`src/skpt_ram.sv`:
```
// ----------------------------------------------------------------------------
// skpt_ram
// Generic single-port synchronous RAM with registered read.
// ----------------------------------------------------------------------------
`default_nettype none
module skpt_ram #(
  parameter int unsigned Width = 8,
  parameter int unsigned Depth = 16
) (
  input  wire logic                     clk_i,
  input  wire logic                     we_i,
  input  wire logic [$clog2(Depth)-1:0] addr_i,
  input  wire logic [Width-1:0]         wdata_i,
  output logic      [Width-1:0]         rdata_o
);
  logic [Width-1:0] mem_q [Depth];

  always_ff @(posedge clk_i) begin
    if (we_i) begin
      mem_q[addr_i] <= wdata_i;
    end
    rdata_o <= mem_q[addr_i];
  end
endmodule
`default_nettype wire

```
`config.mk`:
```
export PLATFORM = sky130hd
export DESIGN_NAME = skpt_ram
export DESIGN_NICKNAME = d
export VERILOG_FILES = /design/src/skpt_ram.sv
export SDC_FILE = /design/constraint.sdc
export NUM_CORES = 1
export LEC_CHECK = 0
export BUFFER_PORTS_ARGS = -buffer_cell sky130_fd_sc_hd__buf_2
export CAP_MARGIN = 40
export CORE_UTILIZATION = 40
export CTS_CLUSTER_SIZE = 8
export DETAILED_ROUTE_END_ITERATION = 6
export GPL_TIMING_DRIVEN = 0
export MAX_ROUTING_LAYER = met4
export SLEW_MARGIN = 10
export SYNTH_ARGS = -nofsm -noshare
export SYNTH_HDL_FRONTEND = slang
export SYNTH_SLANG_ARGS = --single-unit
```
`constraint.sdc`:
```
create_clock -name clk_i -period 4.88 [get_ports clk_i]
set_input_delay 0.488 -clock clk_i [delete_from_list [all_inputs] [get_ports clk_i]]
set_output_delay 0.488 -clock clk_i [all_outputs]
set_load 0.005 [all_outputs]
```
; Word-level counts from Yosys, hierarchy flattened
; Memory sizes are Yosys's and may differ from the RTL's. A register that Yosys moved wholly into a read port is not among the register bits.
; Index checks and enable logic that the tools add are counted.
[totals]
ff_bits = 0
mem_bits_rw = 128
output_inout_bits = 8
mem_count = 1
[mem_list]
columns = memory, words, word_bits, read_ports, rd_ports_with_merged_regs, write_ports, line
row1 = mem_q, 16, 8, 1, 1, 1, 16  ; logic [Width-1:0] mem_q [Depth];
[classes]
mux = 2
[ops]
columns = op, n
row1 = $mux 1, 2

; Longest topological paths before layout
[depth]
ltp_word = 2
depth_mapped = 5
mapped_depth_nobuf = 3

; Least setup slack after synthesis
; OpenSTA, ideal clock, no wires.
[synth_timing]
path_kind = input-to-reg
startpoint = input addr_i[2]
endpoint = memory mem_q[0][0], enable pin
setup_ns = 0.383
arrival_time_ns = 1.598
t_required_ns = 4.497
setup_slack_ns = 2.899
cell_stages = 2
path_buffers = 0
path_cell_list = or3b_2 nor3_1
[synth_lines]
columns = item, line
row1 = from (decl), 12  ; input wire logic [$clog2(Depth)-1:0] addr_i,
row2 = to (decl), 16
; No word-level cell before the write port.

; Final worst setup path
[layout_timing]
startpoint = input addr_i[1]
endpoint = memory mem_q[3][1], enable pin
; No word-level cell before the write port.

==> key figures <==
STA
  • FMAX: 457 MHz
  • Tmin final: 2.19 ns
  • Final period util: about 45%
  • Hold Worst Slack: 0.487 ns
  • Unrepaired setup endpoints after global routing: false
  • Worst-margin pin slew: about 0.83 ns
  • Setup TNS: 0 ns
  • Worst Skew: 0.00739 ns
  • Final Slew Violations: 0
  • Final setup violation count: 0
  • Slew Limit Headroom: between 40% and 50%
  • Hold Vio Cnt, Final: 0

Min path
  • Hold endpoint: mem_q[5][3]$_DFFE_PP_
  • Hold depth: 1
  • Hold path start: wdata_i[3]
  • Hold Path Class: input port to register

Pwr
  • Leak: about 2.0 nW
  • VDD IR max: between 0.2 and 0.25 mV
  • Pwr dens: 457 nW/µm²

Layout
  • Diodes inserted: 0
  • Final nets: approximately 280
  • Register area: between 4000 and 5000 µm²
  • Layout cell share with drive strength beyond 1: about 32%
  • Fillers: 995
  • Area of the multi-input gates: 1010 µm²
  • Area grow syn2layout: 18.8%
  • Design area: 6020 µm²

Floorplan
  • Starting Density: 41.7%
  • Die Span X: 115 µm
  • FP Rows: 40
  • DIE HEIGHT: approximately 110 µm
  • IO Count: 22
  • Die ar.: around 13,000 µm²
  • CORE AREA: 12,200 µm²

Synth
  • Area share of the largest cell type after synthesis: 75.9%
  • Post-Syn Area per Cell: 22.0 µm²
  • Share of the yosys chip area belonging to registers: 79.0%
  • Top cells by area, synth: edfxtp_1, mux4_2, dfxtp_1
  • Syn nets: 244
  • Main synth FF type: edfxtp_1
  • Gate Count Post-Synth: 230
  • Cell area after synthesis: 5070 µm²
  • Yosys synthesis warning count: 0
  • Most common cell in the netlist: edfxtp_1
  • Post-synth EDFFs: 128
  • Synth area leader: edfxtp_1
  • FFs w/ async S/R, synth: 0%
  • Leading cell types by count after synthesis: edfxtp_1, mux4_2, a22oi_1, nor2_1, nand2_1
  • Synth cell types: 18
  • #FFs+latches synth: ~140

Clocking
  • Clk sinks: 136
  • Clock Latency Late Sink: 0.40 ns
  • Hold-fix buffers, CTS: 0
  • CTS buffer count: 17
  • Reg clk slew, reported paths: 0.06 ns
  • CTS resizes: 0
  • CTS root buffer: clkbuf_16
  • CTS tree: yes
  • H-tree depth: 4
  • Post-CTS Setup Inserts: 0
  • Clock Tree Buf Depth: 2

Placement
  • RePlAce Congestion: roughly 0.71
  • Placed Area: approximately 5400 µm²
  • Post-DP HPWL: 6200 µm
  • Input/output buffers: 19

Route
  • DR vias/cell: 5.19
  • Remaining antenna violation count: 0
  • Drt first pass iters: 4
  • DRT iter0 DRCs: between 200 and 250
  • Drt wl/cell: 21.9 µm
  • Vias: 2,339
  • Routed wire length: 9860 µm
  • # DRC: 0

Critical path
  • RR Endpoint: rdata_o[3]$_DFF_P_
  • Crit Path Category: input port to register
  • Worst reg2reg path depth: 3
  • Crit path max fanout: 10
  • Kind of end point of the critical path: register
  • Startpoint Class: input port
  • Critical Path RT: 4.91 ns
  • Critical-path cell list: buf_2 > buf_1 > nand2_1 > nor2_1
  • Data arrival, critical path: 2.22 ns
  • Worst path slowest cell: nor2_1
  • FF-to-FF setup slack: 3.50 ns
  • Largest stage delay on the critical path: about 0.7 ns
  • Launch point of the worst reg-to-reg path: mem_q[3][3]$_DFFE_PP_
  • Crit path buffers/inverters: 2
  • Cell family with most CP delay: simple AND/OR/NAND/NOR gates

GRT
  • Vias in the first global route: ~2,400
  • Remaining Overflow, GRT: 0
  • Largest net degree at the start of global routing: 17
  • Initial antenna violation count: 0
  • Total GRT Usage: 17.4%
  • First-pass GRT wire length: 15,100 µm

Flow run
  • Max cap viols: 0

Run status
  • Status: finished, final reports clean
cell type report:
cell class,instances,area share [%]
Buffer,11,0.998
Clock buffer,19,7.36
Clock inverter,13,2.95
Multi-Input combinational cell,83,16.8
Sequential cell,136,66.5
Tap cell,168,3.49
Timing Repair Buffer,21,1.83
per-layer routing:
| metal | share of wire (%) | vias to the layer above | GRT usage [%] |
|---|---|---|---|
| met4 | 0.40 | 0 | 6.93 |
| met2 | 47 | 75 | 25.3 |
| met3 | 5.5 | 2 | 3.65 |
| met5 | 0 | - | - |
| li1 | - | 1046 | - |
| met1 | 47 | 1216 | 24.2 |
report_power, final:
part | internal [mW] | switching, mW
clock | 0.865 | 0.452
combinational | 0.0496 | 0.0737
sequential | 1.31 | 0.00619
registers in the layout, summed over array words and instances, names as in the netlist:
name and flops:
mem_q 128, rdata_o 8
worst register-to-register path, cell delays in order (launching register included):
cell	delay, ns
edfxtp_1	0.35
mux4_2	0.47
a22oi_1	0.30
nand2_1	0.12
kinds of logic (layout without fill, tap and decap cells):
kind of cell | Yosys count | after routing | synth area share (%)
muxes | 32 | 32 | 14.2
buffers and inverters | 11 | 64 | 1.19
AOI/OAI and AO/OA | 16 | 16 | 2.37
DFF | 136 | 136 | 79.0
and+or+nand+nor | 35 | 35 | 3.21
placed cells by master, fill, tap and decap left out:
master      instances
a22oi_1            16
and2_1              1
buf_1               4
buf_2              21
buf_4               2
buf_6               2
bufinv_16           4
clkbuf_1            3
clkbuf_16          17
clkbuf_2            1
clkbuf_8            1
clkinv_1            1
clkinv_2            4
clkinv_4            3
clkinvlp_4          1
dfxtp_1             8
edfxtp_1          128
mux4_2             32
nand2_1             9
nand2b_1            2
nand3_1             1
nand3b_1            2
nor2_1             13
nor2b_1             2
nor3_1              2
nor3_2              2
or3b_2              1
metrics by stage:
stage | util (%) | setup WS, ns | total power [mW] | instances
floorplan | - | 2.90 | 1.40 | 230
global placement | 44.2 | 2.25 | 1.46 | 417
detailed placement | 44.4 | 2.24 | 1.46 | 419
CTS | 49.5 | 2.67 | 2.78 | 451
global route | 49.5 | 2.55 | 2.83 | 451
finish | 49.5 | 2.69 | 2.75 | 451
how the worst max path moves through the flow:
stage / start / to / slack, ns / depth (start not counted)
global placement: addr_i[2] / mem_q[0][7]$_DFFE_PP_ / 2.25 / 3
global route: addr_i[1] / mem_q[7][0]$_DFFE_PP_ / 2.55 / 4
finish: addr_i[1] / mem_q[3][1]$_DFFE_PP_ / 2.69 / 4
CTS: addr_i[1] / mem_q[3][6]$_DFFE_PP_ / 2.67 / 4
floorplan: addr_i[2] / mem_q[0][0]$_DFFE_PP_ / 2.90 / 2
detailed placement: addr_i[1] / mem_q[15][6]$_DFFE_PP_ / 2.24 / 4
(Power assumes the default switching activity.)
